File: src/wlkt_pkg.sv
// Shared types and constants for the weighted LIFO with per-key totals.
`default_nettype none

package wlkt_pkg;

    localparam int OP_W     = 2;
    localparam int KEY_W    = 8;
    localparam int AMT_W    = 32;
    localparam int TOTAL_W  = 48;
    localparam int ST_W     = 2;
    localparam int KEY_SPAN = 2 ** KEY_W;

    typedef enum logic [OP_W-1:0] {
        OP_ADD = 2'd0,
        OP_DEL = 2'd1,
        OP_GET = 2'd2,
        OP_NOP = 2'd3
    } op_t;

    localparam logic [ST_W-1:0] ST_OK    = 2'd0;
    localparam logic [ST_W-1:0] ST_FULL  = 2'd1;
    localparam logic [ST_W-1:0] ST_UNDER = 2'd2;

    typedef struct packed {
        logic accept;
        logic clr_wr;
        logic push;
        logic add_wr;
        logic get_rd;
        logic get_cap;
        logic pop_rd;
        logic pop_tot;
        logic pop_wr;
        logic set_full;
        logic set_under;
        logic load_out;
    } dp_cmd_t;

    typedef struct packed {
        op_t  op;
        logic clr_done;
        logic full;
        logic empty;
        logic left_zero;
        logic out_free;
    } dp_sts_t;

endpackage

`default_nettype wire

File: src/wlkt_ctrl.sv
// Controller state machine sequencing add, delete, get and the totals clear.
`default_nettype none

module wlkt_ctrl
    import wlkt_pkg::*;
(
    input  wire logic    aclk,
    input  wire logic    aresetn,
    input  wire logic    s_valid,
    output logic         s_ready,
    input  wire dp_sts_t sts,
    output dp_cmd_t      cmd
);

    typedef enum logic [8:0] {
        S_CLEAR   = 9'b000000001,
        S_IDLE    = 9'b000000010,
        S_DECODE  = 9'b000000100,
        S_ADD_WR  = 9'b000001000,
        S_GET_CAP = 9'b000010000,
        S_POP_CHK = 9'b000100000,
        S_POP_TOT = 9'b001000000,
        S_POP_WR  = 9'b010000000,
        S_DONE    = 9'b100000000
    } state_t;

    state_t state_reg;
    state_t state_next;

    always_ff @(posedge aclk) begin
        if (!aresetn) begin
            state_reg <= S_CLEAR;
        end else begin
            state_reg <= state_next;
        end
    end

    assign s_ready = (state_reg == S_IDLE);

    always_comb begin
        state_next = state_reg;
        cmd        = '0;
        case (state_reg)
            S_CLEAR: begin
                cmd.clr_wr = 1'b1;
                if (sts.clr_done) begin
                    state_next = S_IDLE;
                end
            end
            S_IDLE: begin
                if (s_valid) begin
                    cmd.accept = 1'b1;
                    state_next = S_DECODE;
                end
            end
            S_DECODE: begin
                case (sts.op)
                    OP_ADD: begin
                        if (sts.full) begin
                            cmd.set_full = 1'b1;
                            state_next   = S_DONE;
                        end else begin
                            cmd.push   = 1'b1;
                            state_next = S_ADD_WR;
                        end
                    end
                    OP_DEL: state_next = S_POP_CHK;
                    OP_GET: begin
                        cmd.get_rd = 1'b1;
                        state_next = S_GET_CAP;
                    end
                    default: state_next = S_DONE;
                endcase
            end
            S_ADD_WR: begin
                cmd.add_wr = 1'b1;
                state_next = S_DONE;
            end
            S_GET_CAP: begin
                cmd.get_cap = 1'b1;
                state_next  = S_DONE;
            end
            S_POP_CHK: begin
                if (sts.left_zero) begin
                    state_next = S_DONE;
                end else if (sts.empty) begin
                    cmd.set_under = 1'b1;
                    state_next    = S_DONE;
                end else begin
                    cmd.pop_rd = 1'b1;
                    state_next = S_POP_TOT;
                end
            end
            S_POP_TOT: begin
                cmd.pop_tot = 1'b1;
                state_next  = S_POP_WR;
            end
            S_POP_WR: begin
                cmd.pop_wr = 1'b1;
                state_next = S_POP_CHK;
            end
            S_DONE: begin
                if (sts.out_free) begin
                    cmd.load_out = 1'b1;
                    state_next   = S_IDLE;
                end
            end
            default: state_next = S_CLEAR;
        endcase
    end

endmodule

`default_nettype wire

File: config.mk
export PLATFORM = sky130hd
export DESIGN_NAME = wlkt_ctrl
export DESIGN_NICKNAME = d
export VERILOG_FILES = /design/src/wlkt_pkg.sv /design/src/wlkt_ctrl.sv
export SDC_FILE = /design/constraint.sdc
export NUM_CORES = 1
export LEC_CHECK = 0
export BUFFER_PORTS_ARGS = -buffer_cell sky130_fd_sc_hd__buf_2
export CORE_MARGIN = 2
export CORE_UTILIZATION = 47
export DETAILED_ROUTE_END_ITERATION = 16
export GPL_ROUTABILITY_DRIVEN = 0
export PLACE_DENSITY = 0.76
export SLEW_MARGIN = 15
export SYNTH_ARGS = -nofsm -noshare
export SYNTH_HDL_FRONTEND = slang
export SYNTH_SLANG_ARGS = --single-unit
File: constraint.sdc
create_clock -name aclk -period 2 [get_ports aclk]
set_clock_uncertainty 0.05 [all_clocks]
set_input_delay 0.3 -clock aclk [delete_from_list [all_inputs] [get_ports aclk]]
set_output_delay 0.3 -clock aclk [all_outputs]
set_load 0.05 [all_outputs]
==> run metrics, run 1 <==
Max Cap Viol=0; CTS root buf=clkbuf_4; final instance area=0.001018 sq mm; sw frac=0.2994; sequential fraction of the synthesis area=0.2727; Post-DRT Antenna Nets=0; Post-synth EDFFs=0; hold-critical path depth=2; Crit path required time=1.65 ns; final clock period utilization by the worst path=1.035; Setup crit start kind=flop; Clock Power Share=0.319; Fill cells=88; via count=775; Pre-antenna DRT Iters=4; yosys warns=0; Area contributors post-synth=dfxtp_1 27%, nor4_4 6.4%, and2_1 4.7%; Die Ht=41.49 um; Max Slew Vio Count=0; hold crit path type=primary input to flop; Most used DFF post-synth=dfxtp_1; Ports=23; synthesized net count=88; Reg power frac=0.444; Die W=41.49 um; Detailed Route WL=1985 um; Reg-to-Reg Start=state_reg[0]; total power per unit cell area=429.8 mW/mm^2; R2R Path End=state_reg[5]; r2r worst-path depth=7; xor/xnor cell area share of the yosys netlist=0.03977; slew margin rel.=0.6800; Hold Crit Endpoint=state_reg[6]; worst-path maximum fanout=8; status=complete, but fails checks; post-synthesis mux area share=0; Tmin final=2.071 ns; DR DRC count=0; Hold Worst Slack=0.2014 ns; Nets=127; Yosys reg bits=9; DIE AREA=0.001721 sq mm; initial antenna violation count=0; ratio of cells with drive above 1 in the final layout=0.5259; min-delay src=sts[2]; Worst R2R Setup Slack=0.28 ns; Yosys top cell area share=0.2727; port buffer count=22; Bufs on Longest Clock Path=2; H-Tree Depth=1; failing checks=setup timing; Critical Path End Type=primary output; post-DR vias/cell=5.916; adder-cell share of the synthesized area=0; Worst-Skew Late Latency=0.26 ns; fmax=0.4829 GHz; slew at the pin closest to its max-slew limit=0.4756 ns; area delta synth->final=54.17%; TritonCTS Buffers=3; leakage power=0.4542 nW; CTS Sinks=9; DR iter-0 viols=18; routed length per instance=15.15 um; Rows=13; Sw Pwr=0.1311 mW; Post-Synth Simple-Gate Area=0.5000; Worst EP arrival=1.72 ns; asr flop ratio synth=0; synth unique cells=33; Core Area=0.001301 sq mm; first-pass GRT wire length=2987 um; # diodes=0; All-Layer GR Usage=0.2151; overall power=0.4377 mW; Syn Area/Cell=8.470 sq um; Crit Path Category=flop to primary output; largest net degree at the start of global routing=9; Setup violations, final=7; GR Overflow Total=0; Initial Util=0.5077; area leader, netlist=dfxtp_1; Setup WS post-layout=-0.07077 ns; CTS tree=yes; largest family of logic cells by synthesized area=simple AND/OR/NAND/NOR gates; cells after synthesis=78; logic gate share of total power=0.237; detailed placement HPWL=1269 um; Reg clk slew, reported paths=0.06 ns; maximum VDD drop=0.4515 mV; fin util=0.7827; Pint=0.3067 mW; dpl cell area=829.5 sq um; RSZ-0062 raised after global routing=yes; Synth Area in Compound Gates=0.1458; vias in the first global route=702; Synth Cell Area=660.6 sq um; number of flip-flops in the largest register=9; final hold violation count=0
[layer usage]
metal  track usage  vias up  part of all wire
li1              -      373                 -
met3       0.02609        9             0.047
met4       0.07742        0             0.032
met1        0.2686      365              0.42
met2        0.3750       28              0.51
met5             0        -                 0
[area by class of cell]
type / count / area (sq um) / area share
clock buffers: 4 / 26.28 / 0.02580
inverters: 3 / 11.26 / 0.01106
multi-input cells: 64 / 509.2 / 0.5000
flip-flops and latches: 9 / 192.7 / 0.1892
well taps: 15 / 18.77 / 0.01843
repair buffers: 36 / 260.3 / 0.2555
[logic make-up (layout without fill, tap and decap cells)]
kind of cell | count (synthesis) | after routing
flops | 9 | 9
xor+xnor | 3 | 3
simple gates | 46 | 46
buf+inv | 5 | 43
compound gates | 15 | 15
[cell usage after synthesis, types with 3 or more instances]
cell / instances
inv_1: 3
o21ai_0: 5
dfxtp_1: 9
and3_1: 3
nor3_1: 5
and2_1: 5
nor2_1: 5
xor2_1: 3
nor3b_1: 3
nor4_1: 3
[worst max-delay path: stages (launching register included)]
cell and delay, ns:
dfxtp_2 0.36, or3_4 0.42, nor4_4 0.33, and2_4 0.21, buf_8 0.14
[timing repair]
action,4_1_cts,5_1_grt
hold buffers,0,0
setup endpoints to repair,10,11
pin swaps,3,7
buffers inserted,4,6
resized for setup,18,9
[placed cells by master, fill, tap and decap left out, types with 3 or more instances in the layout]
master | synthesis | layout
nor4_1 | 3 | 3
dfxtp_1 | 9 | 3
nor4_4 | 2 | 3
buf_2 | 1 | 13
inv_1 | 3 | 3
and3_1 | 3 | 3
o21ai_0 | 5 | 5
clkbuf_4 | 0 | 4
nor3_1 | 5 | 3
buf_4 | 0 | 17
nor2_1 | 5 | 5
and2_1 | 5 | 4
xor2_1 | 3 | 3
buf_6 | 1 | 4
dfxtp_2 | 0 | 4
[stage by stage]
step / instances / setup WS [ns] / TNS, ns
finish: 131 / -0.07077 / -0.2850
global route: 131 / -0.1327 / -0.8902
CTS: 125 / -0.01575 / -0.02643
detailed placement: 117 / 0.1196 / 0
global placement: 117 / 0.1118 / 0
floorplan: 78 / -0.2288 / -0.6850
[worst max-delay path by stage]
stage / startpoint / endpoint / slack (ns) / depth (start not counted)
2_1_floorplan: state_reg[0] / cmd[2] / -0.23 / 3
3_3_place_gp: state_reg[0] / cmd[2] / 0.11 / 4
3_5_place_dp: state_reg[0] / cmd[2] / 0.12 / 4
4_1_cts: state_reg[3] / cmd[1] / -0.02 / 4
5_1_grt: state_reg[0] / cmd[7] / -0.13 / 5
6_report: state_reg[8] / cmd[11] / -0.07 / 4
[power groups by stage]
| stage | registers (mW) | logic [mW] | clock network [mW] |
|---|---|---|---|
| floorplan | 0.194 | 0.0560 | 0 |
| global placement | 0.195 | 0.0850 | 0 |
| detailed placement | 0.195 | 0.0854 | 0 |
| CTS | 0.193 | 0.0946 | 0.139 |
| global route | 0.195 | 0.111 | 0.152 |
| finish | 0.194 | 0.104 | 0.140 |
(Power assumes the default switching activity.)
==> inputs of run 2 (changes only) <==
Settings changed: ABC_AREA from default to 1, CORE_UTILIZATION 47 to 48, PLACE_DENSITY 0.76 to 0.77, SLEW_MARGIN 15 to 30, TNS_END_PERCENT from default to 10.
==> run 2 against run 1 <==
The run now ends clean; non-clock buffer count is 14 lower; synthesized cell count is 53% higher; core utilization is 13 points lower; maximum frequency is 10% higher; critical endpoint is now cmd[5]; highest routed layer unchanged.
==> run metrics, run 2 <==
hold crit path type=primary input to flop; Syn Area/Cell=5.814 sq um; Die W=41.97 um; vias in the first global route=662; final hold violation count=0; initial antenna violation count=0; storage element area=180.2 sq um; Reg clk slew, reported paths=0.06 ns; CTS Sinks=9; DR iter-0 viols=17; DIE AREA=0.001761 sq mm; Max Cap Viol=0; GR Overflow Total=0; commonest non-fill, non-tap cell in the layout=inv_1; Yosys reg bits=9; worst-path maximum fanout=3; Pint=0.3250 mW; via count=786; Post-DRT Antenna Nets=0; leakage power=0.5461 nW; final non-filler cell total=160; H-Tree Depth=1; first-pass GRT wire length=2739 um; commonest non-fill, non-tap cells in the layout=32 x inv_1, 23 x nand2_1, 20 x nor2_1, 19 x buf_2, 11 x nand3_1; RSZ-0062 raised after global routing=yes; Rows=13; synth unique cells=16; Critical Path End Type=primary output; Reg power frac=0.371; cells after synthesis=119; Bufs on Longest Clock Path=2; Core Area=0.001318 sq mm; post-DR vias/cell=4.913; Hold Worst Slack=0.2292 ns; placed insts=156; number of flip-flops in the largest register=9; Yosys top cell area share=0.2604; Synth Cell Area=691.9 sq um; postcts setup bufs=0; logic gate share of total power=0.368; Setup violations, final=0; Sw Pwr=0.2128 mW; Setup crit start kind=flop; area delta synth->final=23.51%; TritonCTS Buffers=3; area leader, netlist=dfxtp_1; largest net degree at the start of global routing=6; DR DRC count=0; Detailed Route WL=1603 um; routed length per instance=10.02 um; status=complete, no violations; post-cts sizing count=0; Post-synth EDFFs=0; Die Ht=41.97 um; Max Slew Vio Count=0; Clock Power Share=0.261; total power per unit cell area=629.4 mW/mm^2; maximum VDD drop=0.3723 mV; port buffer count=22; Ports=23; Initial Util=0.5252; detailed placement HPWL=1341 um; final clock period utilization by the worst path=0.9408; synthesized net count=129; Worst-Skew Late Latency=0.26 ns; Worst EP arrival=1.53 ns; Most used DFF post-synth=dfxtp_1; most frequent cells after synthesis=32 x inv_1, 23 x nand2_1, 20 x nor2_1; CTS root buf=clkbuf_4; yosys warns=0; All-Layer GR Usage=0.2052; slew at the pin closest to its max-slew limit=0.2706 ns; Nets=156; Pre-antenna DRT Iters=4; Crit path required time=1.65 ns; slew margin rel.=0.8189; area taken by multi-input logic gates=391.6 sq um; Fill cells=130; ratio of cells with drive above 1 in the final layout=0.2759; Hold-fix buffers, CTS=0; most frequent cell after synthesis=inv_1; asr flop ratio synth=0; sequential fraction of the synthesis area=0.2604; Crit Path Category=flop to primary output; CTS tree=yes; Area contributors post-synth=dfxtp_1 26%, inv_1 17%, nand2_1 12%; sw frac=0.3957; Tmin final=1.882 ns; fmax=0.5314 GHz; # diodes=0
-- run 2: cell count changes in the layout (fill, tap and decap cells not counted), moves of 4 or more --
cell / change
buf_4: -16
and2_1: -4
dfxtp_1: +6
buf_2: +6
nor2_2: +5
nand2_2: +4
o21ai_0: -4
dfxtp_2: -4
nand3_1: +9
buf_6: -4
inv_1: +29
nor2_1: +15
nand2_1: +21
-- run 2: logic make-up after synthesis --
logic type / synth area share
and+or+nand+nor: 0.5407
AOI/OAI and AO/OA: 0.02531
buffers and inverters: 0.1736
DFF: 0.2604
-- run 2: area by class of cell --
type | instances | area share
flip-flops and latches | 9 | 0.2108
inverters | 32 | 0.1406
well taps | 15 | 0.02196
repair buffers | 22 | 0.1376
clock buffers | 4 | 0.03075
multi-input cells | 78 | 0.4583
-- run 2: worst paths after layout --
path	start	endpoint	slack, ns	depth (start not counted)
worst max register to register	state_reg[2]	state_reg[6]	0.62	8
worst min register to register	state_reg[8]	state_reg[2]	0.56	3
worst min-delay path	aresetn	state_reg[8]	0.23	3
worst max-delay path	state_reg[2]	cmd[5]	0.12	6
-- run 2: metal layers --
layer / share of wire / routed length, um / vias up / GRT usage
li1: - / - / 403 / -
met1: 0.46 / 737 / 344 / 0.2553
met2: 0.45 / 717 / 35 / 0.3188
met3: 0.074 / 118 / 4 / 0.04783
met4: 0.018 / 29 / 0 / 0.1226
met5: 0 / 0 / - / 0
-- run 2: power by group through the flow --
stage / clock [mW] / combinational (mW) / sequential, mW
4_1_cts: 0.145 / 0.199 / 0.200
3_3_place_gp: 0 / 0.193 / 0.203
6_report: 0.140 / 0.198 / 0.200
2_1_floorplan: 0 / 0.151 / 0.202
5_1_grt: 0.163 / 0.217 / 0.201
3_5_place_dp: 0 / 0.197 / 0.204
-- run 2: worst max-delay path: stages (launching register included) --
cell and delay, ns:
dfxtp_1 0.33, nor2_1 0.16, nand3_1 0.15, nor3_2 0.20, nand3_1 0.13, inv_1 0.08, clkbuf_4 0.22
-- run 2: metrics by stage --
stage	power [mW]	instance area (sq um)	worst slack (ns)	TNS (ns)	utilization
2_1_floorplan	0.3529	691.9	0.2044	0	-
3_3_place_gp	0.3962	820.8	0.4092	0	0.6230
3_5_place_dp	0.4007	820.8	0.3850	0	0.6230
4_1_cts	0.5439	847.1	0.08956	0	0.6429
5_1_grt	0.5813	854.6	-0.008518	-0.01153	0.6486
6_report	0.5379	854.6	0.1183	0	0.6486
==> inputs of run 3 (changes only) <==
==> constraint.sdc (replaced) <==
create_clock -name aclk -period 1.9 [get_ports aclk]
set_clock_uncertainty 0.05 [all_clocks]
set_input_delay 0.285 -clock aclk [delete_from_list [all_inputs] [get_ports aclk]]
set_output_delay 0.285 -clock aclk [all_outputs]
set_load 0.01 [all_outputs]
==> run 3 against run 2 <==
Critical path depth rose by 2; via count shrank 6.6%; core utilization shrank 0.57 points; first-iteration DRC count is 24% lower; routed wire length decreased by 4.7%; clock-buffer cell count stayed put; critical path type unchanged; largest power group unchanged; highest routed layer unchanged.
==> run metrics, run 3 (synthesis results as in run 2) <==
Bufs on Longest Clock Path=2; Hold-fix buffers, CTS=0; Critical Path End Type=primary output; commonest non-fill, non-tap cell in the layout=inv_1; Max Cap Viol=0; post-cts sizing count=0; RSZ-0062 raised after global routing=no; dpl cell area=820.8 sq um; area delta synth->final=22.42%; Setup violations, final=0; Setup crit start kind=flop; DR iter-0 viols=13; first-pass GRT wire length=2601 um; Max Slew Vio Count=0; Setup WS post-layout=0.1506 ns; Reg clk slew, reported paths=0.06 ns; sw frac=0.3597; largest stage delay on the critical path=0.33 ns; Pint=0.3420 mW; final instance area=847.1 sq um; maximum VDD drop=0.3986 mV; setup TNS=0 ns; Crit Path Category=flop to primary output; Pre-antenna DRT Iters=4; port buffer count=22; Hold Worst Slack=0.2226 ns; Nets=156; initial antenna violation count=0; overall power=0.5341 mW; DIE AREA=0.001761 sq mm; Die Ht=41.97 um; final clock period utilization by the worst path=0.9207; via count=734; largest net degree at the start of global routing=6; r2r worst-path depth=8; slew margin rel.=0.8319; commonest non-fill, non-tap cells in the layout=32 x inv_1, 23 x nand2_1, 22 x buf_2, 20 x nor2_1, 11 x nand3_1; fin util=0.6429; Ports=23; postcts setup bufs=0; CTS tree=yes; final hold violation count=0; Tmin final=1.749 ns; final non-filler cell total=160; routed length per instance=9.550 um; vias in the first global route=637; Sw Pwr=0.1921 mW; status=complete, no violations; Fill cells=127; Placement Setup Slack=0.4388 ns; Top cell by count, worst path=nor2_2; Detailed Route WL=1528 um; H-Tree Depth=1; storage element area=180.2 sq um; fmax=0.5716 GHz; CTS Sinks=9; placed insts=156; Crit path required time=1.56 ns; Reg power frac=0.392; Initial Util=0.5252; slew at the pin closest to its max-slew limit=0.2513 ns; CTS root buf=clkbuf_4; post-DR vias/cell=4.588; ratio of cells with drive above 1 in the final layout=0.2759; Die W=41.97 um; total power per unit cell area=630.5 mW/mm^2; area taken by multi-input logic gates=391.6 sq um; Core Area=0.001318 sq mm; hold crit path type=primary input to flop; Worst EP arrival=1.41 ns; hold-critical path depth=3; All-Layer GR Usage=0.1923; logic gate share of total power=0.324; leakage power=0.5477 nW; CP Cell Sequence=nor2_2, nand2_2, nor2_4, nand2_4, nor2_2, nand2_1, inv_1, buf_2; worst-path maximum fanout=4; Post-DRT Antenna Nets=0; GR Overflow Total=0; number of flip-flops in the largest register=9; detailed placement HPWL=1295 um; Clock Power Share=0.284; # diodes=0; DR DRC count=0; Critical Path Slowest Stage Cell=dfxtp_1; Worst-Skew Late Latency=0.26 ns; TritonCTS Buffers=3; Rows=13
run 3: worst paths after layout:
check	start	endpoint	slack, ns
worst min-delay path	aresetn	state_reg[8]	0.22
worst max register to register	state_reg[7]	state_reg[6]	0.55
worst min register to register	state_reg[8]	state_reg[2]	0.55
worst max-delay path	state_reg[0]	cmd[9]	0.15
run 3: area by class of cell:
cell class | count | area share
flip-flops and latches | 9 | 0.2127
inverters | 32 | 0.1418
well taps | 15 | 0.02216
repair buffers | 22 | 0.1300
clock buffers | 4 | 0.03102
multi-input cells | 78 | 0.4623
run 3: layer usage:
layer  wire length, um  GRT usage  part of all wire
met1               776     0.2460              0.51
met2               650     0.3250              0.43
met3                89    0.03043             0.058
met4                12    0.06452            0.0079
met5                 0          0                 0
run 3: critical path, delay by kind of cell, from the launching register on:
| family | cells | cell delay (ns) |
|---|---|---|
| simple gates | 6 | 0.64 |
| flops | 1 | 0.33 |
| buf+inv | 2 | 0.18 |
run 3: power by group through the flow:
stage,registers (mW),clock network (mW),logic [mW]
floorplan,0.212,0,0.125
global placement,0.214,0,0.169
detailed placement,0.214,0,0.172
CTS,0.209,0.152,0.173
global route,0.211,0.168,0.194
finish,0.209,0.152,0.173
